$ cat src/sv/owbm_pkg.sv
// Shared types and codes for the 1-Wire bus master.
// Item structs, opcodes and register indexes; no dependencies.
package owbm_pkg;

    localparam int APB_ADDR_W = 5;
    localparam int APB_DATA_W = 32;

    typedef enum logic [2:0] {
        OP_TICK  = 3'd0,
        OP_RESET = 3'd1,
        OP_WBYTE = 3'd2,
        OP_RBYTE = 3'd3,
        OP_WBIT  = 3'd4,
        OP_RBIT  = 3'd5
    } opcode_t;

    typedef enum logic [2:0] {
        REG_RESET_LOW     = 3'd0,
        REG_PRESENCE_WAIT = 3'd1,
        REG_RECOVERY      = 3'd2,
        REG_WRITE_LEAD    = 3'd3,
        REG_SLOT          = 3'd4,
        REG_WRITE_TAIL    = 3'd5,
        REG_READ_LEAD     = 3'd6,
        REG_READ_SAMPLE   = 3'd7
    } reg_index_t;

    typedef struct packed {
        logic [2:0] opcode;
        logic [7:0] data_byte;
        logic       line_level;
    } in_item_t;

    typedef struct packed {
        logic       drive_low;
        logic       busy_res;
        logic       done_res;
        logic [7:0] read_data;
        logic       presence;
        logic       rejected;
    } out_item_t;

endpackage

$ cat src/sv/one_wire_bus_master.sv
// 1-Wire bus master: command/tick sequencer, slot timers and APB register file.
// Depends on owbm_pkg for item structs, opcodes and register indexes.
//
//  port group   handshake            payload
//  s_*          s_valid / s_ready    s_data  (owbm_pkg::in_item_t)
//  m_*          m_valid / m_ready    m_data  (owbm_pkg::out_item_t)
//  APB          psel/penable/pready  paddr, pwdata, prdata
//
// One item per cycle while s_ready is high: each item updates the phase, timer
// and shift state in the cycle it is accepted, and its result lands in the output register.
// The output register is the only stage, so s_ready is low only while a result
// waits with m_ready low. Synchronous active-low reset returns to idle with
// the default slot timings; no clearing pass is needed.
module one_wire_bus_master (
    input  logic                              aclk,
    input  logic                              aresetn,
    input  logic                              s_valid,
    output logic                              s_ready,
    input  owbm_pkg::in_item_t                s_data,
    output logic                              m_valid,
    input  logic                              m_ready,
    output owbm_pkg::out_item_t               m_data,
    input  logic                              psel,
    input  logic                              penable,
    input  logic                              pwrite,
    input  logic [owbm_pkg::APB_ADDR_W-1:0]   paddr,
    input  logic [owbm_pkg::APB_DATA_W-1:0]   pwdata,
    output logic [owbm_pkg::APB_DATA_W-1:0]   prdata,
    output logic                              pready
);
    import owbm_pkg::*;

    typedef enum logic [3:0] {
        PH_IDLE   = 4'd0,
        PH_RLOW   = 4'd1,
        PH_RWAIT  = 4'd2,
        PH_RREC   = 4'd3,
        PH_WLEAD  = 4'd4,
        PH_WSLOT  = 4'd5,
        PH_WTAIL  = 4'd6,
        PH_RDLEAD = 4'd7,
        PH_RDWAIT = 4'd8,
        PH_RDHOLD = 4'd9
    } phase_t;

    // configuration
    logic [11:0] reset_low_us_reg;
    logic [9:0]  presence_wait_us_reg;
    logic [11:0] recovery_us_reg;
    logic [7:0]  write_lead_us_reg;
    logic [7:0]  slot_us_reg;
    logic [7:0]  write_tail_us_reg;
    logic [7:0]  read_lead_us_reg;
    logic [7:0]  read_sample_us_reg;

    // sequencer state
    phase_t      phase_reg, phase_next;
    logic [11:0] time_count_reg, time_count_next;
    logic [3:0]  bit_count_reg, bit_count_next;
    logic [7:0]  shift_data_reg, shift_data_next;
    logic [2:0]  active_cmd_reg, active_cmd_next;
    logic        presence_reg, presence_next;
    logic        line_pulled_reg, line_pulled_next;
    logic [7:0]  last_read_reg, last_read_next;

    out_item_t   m_data_reg, m_data_next;
    logic        m_valid_reg;

    logic        s_accept;
    logic        cfg_write;
    logic [2:0]  cfg_index;
    logic [3:0]  bit_count_inc;
    logic [3:0]  total_bits;
    logic        done_flag;
    logic        reject_flag;

    // a zero-length phase still lasts one tick
    function automatic logic [11:0] phase_len(input logic [11:0] len);
        return (len == 12'd0) ? 12'd1 : len;
    endfunction

    assign s_ready   = !m_valid_reg || m_ready;
    assign s_accept  = s_valid && s_ready;
    assign m_valid   = m_valid_reg;
    assign m_data    = m_data_reg;
    assign pready    = 1'b1;
    assign cfg_write = psel && penable && pwrite;
    assign cfg_index = paddr[4:2];

    assign bit_count_inc = bit_count_reg + 4'd1;
    assign total_bits    = (active_cmd_reg == OP_WBYTE || active_cmd_reg == OP_RBYTE)
                           ? 4'd8 : 4'd1;

    always_comb begin
        unique case (reg_index_t'(cfg_index))
            REG_RESET_LOW:     prdata = {20'd0, reset_low_us_reg};
            REG_PRESENCE_WAIT: prdata = {22'd0, presence_wait_us_reg};
            REG_RECOVERY:      prdata = {20'd0, recovery_us_reg};
            REG_WRITE_LEAD:    prdata = {24'd0, write_lead_us_reg};
            REG_SLOT:          prdata = {24'd0, slot_us_reg};
            REG_WRITE_TAIL:    prdata = {24'd0, write_tail_us_reg};
            REG_READ_LEAD:     prdata = {24'd0, read_lead_us_reg};
            REG_READ_SAMPLE:   prdata = {24'd0, read_sample_us_reg};
            default:           prdata = '0;
        endcase
    end

    always_comb begin
        phase_next       = phase_reg;
        time_count_next  = time_count_reg;
        bit_count_next   = bit_count_reg;
        shift_data_next  = shift_data_reg;
        active_cmd_next  = active_cmd_reg;
        presence_next    = presence_reg;
        line_pulled_next = line_pulled_reg;
        last_read_next   = last_read_reg;
        done_flag        = 1'b0;
        reject_flag      = 1'b0;

        if (s_accept) begin
            if (s_data.opcode == OP_TICK) begin
                if (phase_reg != PH_IDLE) begin
                    if (time_count_reg > 12'd1) begin
                        time_count_next = time_count_reg - 12'd1;
                    end else begin
                        // phase ends on this tick; fall to idle unless a next phase is set
                        done_flag        = 1'b1;
                        phase_next       = PH_IDLE;
                        time_count_next  = 12'd0;
                        line_pulled_next = 1'b0;
                        unique case (phase_reg)
                            PH_RLOW: begin
                                done_flag       = 1'b0;
                                phase_next      = PH_RWAIT;
                                time_count_next = phase_len({2'd0, presence_wait_us_reg});
                            end
                            PH_RWAIT: begin
                                presence_next = !s_data.line_level;
                                if (!s_data.line_level) begin
                                    done_flag       = 1'b0;
                                    phase_next      = PH_RREC;
                                    time_count_next = phase_len(recovery_us_reg);
                                end
                            end
                            PH_WLEAD: begin
                                done_flag        = 1'b0;
                                phase_next       = PH_WSLOT;
                                time_count_next  = phase_len({4'd0, slot_us_reg});
                                line_pulled_next = !shift_data_reg[0];
                            end
                            PH_WSLOT: begin
                                done_flag       = 1'b0;
                                phase_next      = PH_WTAIL;
                                time_count_next = phase_len({4'd0, write_tail_us_reg});
                            end
                            PH_WTAIL: begin
                                shift_data_next = {1'b0, shift_data_reg[7:1]};
                                bit_count_next  = bit_count_inc;
                                if (bit_count_inc < total_bits) begin
                                    done_flag        = 1'b0;
                                    phase_next       = PH_WLEAD;
                                    time_count_next  = phase_len({4'd0, write_lead_us_reg});
                                    line_pulled_next = 1'b1;
                                end
                            end
                            PH_RDLEAD: begin
                                done_flag       = 1'b0;
                                phase_next      = PH_RDWAIT;
                                time_count_next = phase_len({4'd0, read_sample_us_reg});
                            end
                            PH_RDWAIT: begin
                                done_flag = 1'b0;
                                if (active_cmd_reg == OP_RBYTE) begin
                                    shift_data_next = {s_data.line_level, shift_data_reg[7:1]};
                                end else begin
                                    shift_data_next = {7'd0, s_data.line_level};
                                end
                                phase_next      = PH_RDHOLD;
                                time_count_next = phase_len({4'd0, slot_us_reg});
                            end
                            PH_RDHOLD: begin
                                bit_count_next = bit_count_inc;
                                if (bit_count_inc < total_bits) begin
                                    done_flag        = 1'b0;
                                    phase_next       = PH_RDLEAD;
                                    time_count_next  = phase_len({4'd0, read_lead_us_reg});
                                    line_pulled_next = 1'b1;
                                end else begin
                                    last_read_next = shift_data_reg;
                                end
                            end
                            default: begin
                            end
                        endcase
                    end
                end
            end else if (s_data.opcode <= OP_RBIT) begin
                if (phase_reg != PH_IDLE) begin
                    reject_flag = 1'b1;
                end else begin
                    active_cmd_next  = s_data.opcode;
                    bit_count_next   = 4'd0;
                    line_pulled_next = 1'b1;
                    unique case (opcode_t'(s_data.opcode))
                        OP_RESET: begin
                            phase_next      = PH_RLOW;
                            time_count_next = phase_len(reset_low_us_reg);
                        end
                        OP_WBYTE: begin
                            shift_data_next = s_data.data_byte;
                            phase_next      = PH_WLEAD;
                            time_count_next = phase_len({4'd0, write_lead_us_reg});
                        end
                        OP_WBIT: begin
                            shift_data_next = {7'd0, s_data.data_byte[0]};
                            phase_next      = PH_WLEAD;
                            time_count_next = phase_len({4'd0, write_lead_us_reg});
                        end
                        default: begin
                            shift_data_next = 8'd0;
                            phase_next      = PH_RDLEAD;
                            time_count_next = phase_len({4'd0, read_lead_us_reg});
                        end
                    endcase
                end
            end
        end

        m_data_next.drive_low = line_pulled_next;
        m_data_next.busy_res  = (phase_next != PH_IDLE);
        m_data_next.done_res  = done_flag;
        m_data_next.read_data = last_read_next;
        m_data_next.presence  = presence_next;
        m_data_next.rejected  = reject_flag;
    end

    always_ff @(posedge aclk) begin
        if (!aresetn) begin
            reset_low_us_reg     <= 12'd650;
            presence_wait_us_reg <= 10'd100;
            recovery_us_reg      <= 12'd2000;
            write_lead_us_reg    <= 8'd5;
            slot_us_reg          <= 8'd70;
            write_tail_us_reg    <= 8'd9;
            read_lead_us_reg     <= 8'd2;
            read_sample_us_reg   <= 8'd1;
        end else if (cfg_write) begin
            unique case (reg_index_t'(cfg_index))
                REG_RESET_LOW:     reset_low_us_reg     <= pwdata[11:0];
                REG_PRESENCE_WAIT: presence_wait_us_reg <= pwdata[9:0];
                REG_RECOVERY:      recovery_us_reg      <= pwdata[11:0];
                REG_WRITE_LEAD:    write_lead_us_reg    <= pwdata[7:0];
                REG_SLOT:          slot_us_reg          <= pwdata[7:0];
                REG_WRITE_TAIL:    write_tail_us_reg    <= pwdata[7:0];
                REG_READ_LEAD:     read_lead_us_reg     <= pwdata[7:0];
                REG_READ_SAMPLE:   read_sample_us_reg   <= pwdata[7:0];
                default: begin
                end
            endcase
        end
    end

    always_ff @(posedge aclk) begin
        if (!aresetn) begin
            phase_reg       <= PH_IDLE;
            time_count_reg  <= 12'd0;
            bit_count_reg   <= 4'd0;
            shift_data_reg  <= 8'd0;
            active_cmd_reg  <= 3'd0;
            presence_reg    <= 1'b0;
            line_pulled_reg <= 1'b0;
            last_read_reg   <= 8'd0;
            m_valid_reg     <= 1'b0;
        end else begin
            phase_reg       <= phase_next;
            time_count_reg  <= time_count_next;
            bit_count_reg   <= bit_count_next;
            shift_data_reg  <= shift_data_next;
            active_cmd_reg  <= active_cmd_next;
            presence_reg    <= presence_next;
            line_pulled_reg <= line_pulled_next;
            last_read_reg   <= last_read_next;
            if (s_accept) begin
                m_valid_reg <= 1'b1;
            end else if (m_ready) begin
                m_valid_reg <= 1'b0;
            end
        end
    end

    // hold the result until taken; load only with an accepted item
    always_ff @(posedge aclk) begin
        if (s_accept) begin
            m_data_reg <= m_data_next;
        end
    end

endmodule

$ cat config.mk
export PLATFORM = sky130hd
export DESIGN_NAME = one_wire_bus_master
export DESIGN_NICKNAME = d
export VERILOG_FILES = /design/src/sv/owbm_pkg.sv /design/src/sv/one_wire_bus_master.sv
export SDC_FILE = /design/constraint.sdc
export NUM_CORES = 1
export LEC_CHECK = 0
export BUFFER_PORTS_ARGS = -buffer_cell sky130_fd_sc_hd__buf_2
export CORE_MARGIN = 5
export CORE_UTILIZATION = 52
export CTS_BUF_LIST = sky130_fd_sc_hd__clkbuf_16
export CTS_CLUSTER_DIAMETER = 200
export DETAILED_ROUTE_END_ITERATION = 8
export GPL_TIMING_DRIVEN = 0
export MAX_ROUTING_LAYER = met4
export PLACE_DENSITY_LB_ADDON = 0.1
export SYNTH_ARGS = -nofsm -noshare
export SYNTH_HDL_FRONTEND = slang
export SYNTH_SLANG_ARGS = --single-unit
$ cat constraint.sdc
create_clock -name aclk -period 3.2 [get_ports aclk]
set_input_delay 0.16 -clock aclk [delete_from_list [all_inputs] [get_ports aclk]]
set_output_delay 0.16 -clock aclk [all_outputs]
set_load 0.02 [all_outputs]
==> flow_metrics.py, run 1 <==
metrics = {
    "logic_synthesis": {
        "syn_area_per_cell_um2": 8.21,
        "ys.flop_type": "dfxtp_1",
        "ys_ff_latch": 129,
        "ys_warn_count": 0,
        "synthArstFlopShare_pct": 0,
        "synth_cells": 873,
        "synth_cell_type_count": 76,
        "synth_edf_count": 13,
        "synth_area_um2": 7170,
        "ys_seq_area_share_pct": 37.8,
    },
    "placed_design": {
        "gp_congestion": 1.01,
        "io_buffer_count": 49,
        "hpwlAfterDp_mm": 18.0,
    },
    "drt": {
        "ant_nets": 0,
        "vias": 7115,
        "first_iter_violations": 860,
        "wl_mm": 24.9,
        "avgRoutedWirePerCell_um": 21.5,
        "first_pass_iters": 6,
        "drc": 0,
        "viasPerCell": 6.15,
    },
    "global_route": {
        "grt_overflow": 0,
        "grt_busiest_layer": "met2",
        "grt_pass1_vias": 6536,
        "grt_pass1_wl_mm": 37.8,
        "grt_use_met3_pct": 6.10,
        "antenna_found_initial": 0,
        "use_met1_pct": 40.4,
        "grt_max_degree": 19,
        "grtUsageMet2_pct": 47.5,
        "grt.total_usage_pct": 31.2,
    },
    "worst_hold_path": {
        "worstHoldPathCells": 3,
        "hold_class": "in -> reg",
        "worstHoldStart": "s_valid",
        "holdPathEnd": "m_valid",
    },
    "timing": {
        "finalHoldViolCount": 0,
        "layout_min_cycle_time_ns": 3.04,
        "max_slew_margin_pct": 12.0,
        "setup_viol": 0,
        "slew_violations": 0,
        "worstMarginPinSlew_ns": 1.32,
        "finalCritPeriodShare_pct": 94.9,
        "fmax_ghz": 0.329,
        "clock_skew_ns": 0.00743,
        "whs_ns": 0.0268,
        "setup_tns_ns": 0,
        "rsz0062_at_grt": "false",
    },
    "clock_network": {
        "cts_tree": "yes",
        "clk_pin_slew_ns": 0.06,
        "root_buffer": "clkbuf_16",
        "clkSinkCount": 129,
        "cts_made_buffers": 17,
        "h-tree-depth": 4,
        "clk-insertion-delay-late_ns": 0.43,
        "cts_buffer_depth": 2,
        "post-cts-setup-buffer-count": 0,
    },
    "setup_path": {
        "end_kind": "flop",
        "critPathKind": "reg -> reg",
        "r2r_slack_ns": 0.16,
        "worstRegToRegCells": 8,
        "cp-start-kind": "flop",
        "required_ns": 3.56,
        "regToRegStartpoint": "phase_reg[1]",
        "crit_fanout": 10,
        "crit_arrival_ns": 3.40,
        "r2r_end": "time_count_reg[0]",
    },
    "layout": {
        "largest_reg_flops": 13,
        "mostFrequentLayoutCells": "nand2_1 (119), dfxtp_1 (116), nor2_1 (98)",
        "layout_commonest_cell": "nand2_1",
        "diodes": 0,
        "nNetsFinal": 1025,
        "area_growth_pct": 16.1,
        "layout-drive-gt1-share_pct": 14.6,
    },
    "floorplan": {
        "die-area_um2": 16200,
        "start_util_pct": 52.3,
        "die_y_um": 127,
        "pin_count": 104,
        "row_count": 43,
        "core_um2": 13700,
        "die_x_um": 127,
    },
    "power_and_ir_drop": {
        "total_power_w": 0.00425,
        "peakVddDrop_uv": 368,
        "leakagePower_nw": 3.14,
        "power.density_nw_per_um2": 511,
    },
    "run": {
        "maxCapViolCount": 0,
    },
    "run_status": {
        "status": "finished clean",
    },
}
[cells in the mapped netlist (15+ instances only)]
| master | count | area (um^2) |
|---|---|---|
| a21oi_1 | 53 | 265 |
| and2_1 | 15 | 93.8 |
| nor2_1 | 99 | 372 |
| buf_4 | 22 | 165 |
| mux2i_1 | 57 | 571 |
| inv_1 | 18 | 67.6 |
| dfxtp_1 | 116 | 2320 |
| nor4_1 | 15 | 93.8 |
| a221oi_1 | 17 | 149 |
| nand2_1 | 119 | 447 |
| clkbuf_1 | 48 | 180 |
| nor3_1 | 32 | 160 |
| nand3_1 | 20 | 100 |
| o21ai_0 | 32 | 160 |
[routing by layer]
metal	wire [um]	vias up
met5	0	-
met4	1070	0
met3	2260	84
met2	11300	401
met1	10300	3329
li1	-	3301
[repair_timing]
| action | 4_1_cts | 5_1_grt |
|---|---|---|
| endpoints found under the setup margin | 0 | 5 |
| endpoints found under the hold margin | 6 | 0 |
| hold buffers | 4 | 0 |
| gates resized for setup | 0 | 2 |
[final cells by class]
cell class | count | area (um^2)
multi-input cells | 665 | 4070
well taps | 180 | 225
repair buffers | 54 | 293
flip-flops and latches | 129 | 2710
fillers | 1289 | 5400
clock inverters | 14 | 129
clock buffers | 17 | 425
plain buffers | 80 | 402
inverters | 18 | 67.6
[power by group]
part	internal (W)	switching, W
sequential	0.00168	0.0000419
combinational	0.000237	0.000429
clock	0.00112	0.000738
[metrics by stage]
stage / instances / cell area (um^2) / utilization [%] / setup slack [ns]
global placement: 1121 / 7710 / 56.2 / 0.166
CTS: 1156 / 8310 / 60.5 / 0.126
floorplan: 892 / 7240 / - / 0.528
detailed placement: 1121 / 7710 / 56.2 / 0.142
global route: 1157 / 8320 / 60.7 / 0.0536
finish: 1157 / 8320 / 60.7 / 0.163
[worst max-delay path, stage by stage, from the launching register on]
cell and delay [ns]:
dfxtp_1 0.32, clkbuf_1 0.45, or4b_2 0.70, nor2_2 0.35, buf_2 0.38, a22oi_1 0.20, nand4_1 0.27, o21ai_0 0.12
a31oi_1 0.17
[how the worst max path moves through the flow]
stage	startpoint	end
after floorplan	time_count_reg[4]	m_data[11]
after global placement	phase_reg[1]	time_count_reg[0]
after detailed placement	phase_reg[1]	time_count_reg[0]
after CTS	phase_reg[1]	time_count_reg[0]
after global routing	phase_reg[1]	m_data[11]
final	phase_reg[1]	time_count_reg[0]
[cells by family (layout without fill, tap and decap cells)]
kind of cell / count (synthesis) / count (layout) / share of synthesized area [%]
AOI/OAI and AO/OA: 194 / 194 / 18.3
xor gates and xnor gates: 12 / 12 / 1.47
adders and majority gates: 4 / 4 / 0.698
buffers and inverters: 98 / 183 / 6.54
DFF: 129 / 129 / 37.8
muxes: 74 / 74 / 11.1
other: 2 / 21 / 0.105
and+or+nand+nor: 360 / 360 / 24.0
Note: power is estimated with default switching activity, not from simulation.
==> run 2: changes to the inputs <==
Settings changed: SETUP_SLACK_MARGIN from default to 0.2.
==> flow_metrics.py, run 2 (synthesis gave the netlist of run 1 again) <==
metrics = {
    "floorplan": {
        "start_util_pct": 52.3,
        "core_um2": 13700,
        "pin_count": 104,
        "row_count": 43,
        "die_x_um": 127,
        "die-area_um2": 16200,
        "die_y_um": 127,
    },
    "layout": {
        "layout-drive-gt1-share_pct": 15.0,
        "layout_commonest_cell": "nand2_1",
        "nNetsFinal": 1025,
        "design_area_um2": 8340,
        "mostFrequentLayoutCells": "nand2_1 (119), dfxtp_1 (116), nor2_1 (98)",
        "diodes": 0,
        "largest_reg_flops": 13,
        "area_growth_pct": 16.3,
    },
    "clock_network": {
        "clk-insertion-delay-late_ns": 0.43,
        "cts_buffer_depth": 2,
        "post-cts-setup-buffer-count": 0,
        "root_buffer": "clkbuf_16",
        "h-tree-depth": 4,
        "cts_made_buffers": 17,
        "clk_pin_slew_ns": 0.06,
        "cts_tree": "yes",
        "clkSinkCount": 129,
    },
    "power_and_ir_drop": {
        "pwr-share-clk_pct": 43.8,
        "p_sw_w": 0.00121,
        "power.density_nw_per_um2": 510,
        "switching_share_pct": 28.5,
        "p_int_w": 0.00304,
        "pwr-share-seq_pct": 40.5,
        "comb_power_share_pct": 15.7,
        "peakVddDrop_uv": 367,
        "leakagePower_nw": 3.15,
    },
    "drt": {
        "wl_mm": 25.0,
        "avgRoutedWirePerCell_um": 21.6,
        "ant_nets": 0,
        "viasPerCell": 6.18,
        "drc": 0,
        "vias": 7145,
        "first_pass_iters": 6,
        "first_iter_violations": 867,
    },
    "timing": {
        "worstMarginPinSlew_ns": 1.25,
        "layout_min_cycle_time_ns": 2.89,
        "finalHoldViolCount": 0,
        "finalCritPeriodShare_pct": 90.4,
        "setup_viol": 0,
        "clock_skew_ns": 0.00855,
        "setup_tns_ns": 0,
        "max_slew_margin_pct": 16.5,
        "timing.final.ws_setup_ns": 0.308,
        "rsz0062_at_grt": "false",
        "fmax_ghz": 0.346,
        "slew_violations": 0,
    },
    "setup_path": {
        "required_ns": 3.56,
        "critPathKind": "reg -> reg",
        "cp-start-kind": "flop",
        "crit_arrival_ns": 3.25,
        "crit_fanout": 10,
        "end_kind": "flop",
    },
    "global_route": {
        "grt_pass1_vias": 6547,
        "grt.total_usage_pct": 31.2,
        "antenna_found_initial": 0,
        "grt_max_degree": 19,
        "grt_pass1_wl_mm": 37.9,
        "grt_overflow": 0,
    },
    "run": {
        "maxCapViolCount": 0,
    },
    "placed_design": {
        "gp_congestion": 1.01,
        "dpl-instance-area_um2": 7710,
        "pre_cts_ws_ns": 0.142,
        "hpwlAfterDp_mm": 18.0,
        "io_buffer_count": 49,
    },
    "worst_hold_path": {
        "hold_class": "in -> reg",
    },
    "run_status": {
        "status": "finished clean",
    },
}
## run 2: cell types whose count changed in the layout (fill, tap and decap cells not counted)
cell and change:
a21oi_1 -1, a21oi_2 +1, o41ai_2 +1, clkbuf_1 -1
buf_1 -1, clkbuf_2 +2, o41ai_1 -1
## run 2: power groups by stage
| stage | clock [W] | combinational (W) | sequential, W |
|---|---|---|---|
| final | 0.00186 | 0.000669 | 0.00172 |
| after global routing | 0.00195 | 0.000724 | 0.00173 |
| after CTS | 0.00187 | 0.000653 | 0.00172 |
| after detailed placement | 0 | 0.000644 | 0.00176 |
| after global placement | 0 | 0.000646 | 0.00176 |
| after floorplan | 0 | 0.000454 | 0.00176 |
## run 2: cell type report
type                            instances  area, um^2
Inverter                               18        67.6
Tap cell                              180         225
Timing Repair Buffer                   54         293
Buffer                                 80         404
Fill cell                            1292        5380
Multi-Input combinational cell        665        4080
Sequential cell                       129        2710
Clock buffer                           17         425
Clock inverter                         14         129
## run 2: through the flow
step | cells | hold WS [ns] | utilization, % | power, W
floorplan | 892 | 0.281 | - | 0.00221
global placement | 1121 | 0.396 | 56.2 | 0.00240
detailed placement | 1121 | 0.399 | 56.2 | 0.00240
CTS | 1156 | 0.0270 | 60.6 | 0.00424
global route | 1157 | 0.0376 | 60.8 | 0.00440
finish | 1157 | 0.0225 | 60.8 | 0.00425
## run 2: routing by layer
layer,routed length [um],global-route usage [%],vias to the layer above
met5,0,-,-
met4,1090,13.4,0
met3,2050,6.10,88
met2,11300,47.7,392
met1,10500,40.4,3356
li1,-,-,3309
## run 2: what timing repair did
| action | in CTS | in global routing |
|---|---|---|
| hold endpoints to repair | 6 | 0 |
| endpoints found under the setup margin | 5 | 29 |
| hold buffers | 4 | 0 |
| resized for setup | 1 | 6 |
## run 2: final timing paths
kind | startpoint | to | slack, ns | cells past startpoint
min | s_valid | m_valid | 0.02 | 3
max | phase_reg[2] | time_count_reg[0] | 0.31 | 8
max reg2reg | phase_reg[2] | time_count_reg[0] | 0.31 | 8
min reg2reg | bit_count_reg[1] | bit_count_reg[1] | 0.47 | 2
## run 2: critical path, stage by stage (launching register included)
cell	delay, ns
dfxtp_1	0.33
clkbuf_1	0.25
or4b_2	0.74
nor2_2	0.35
buf_2	0.37
a22oi_1	0.20
nand4_1	0.28
o21ai_0	0.12
a31oi_1	0.17
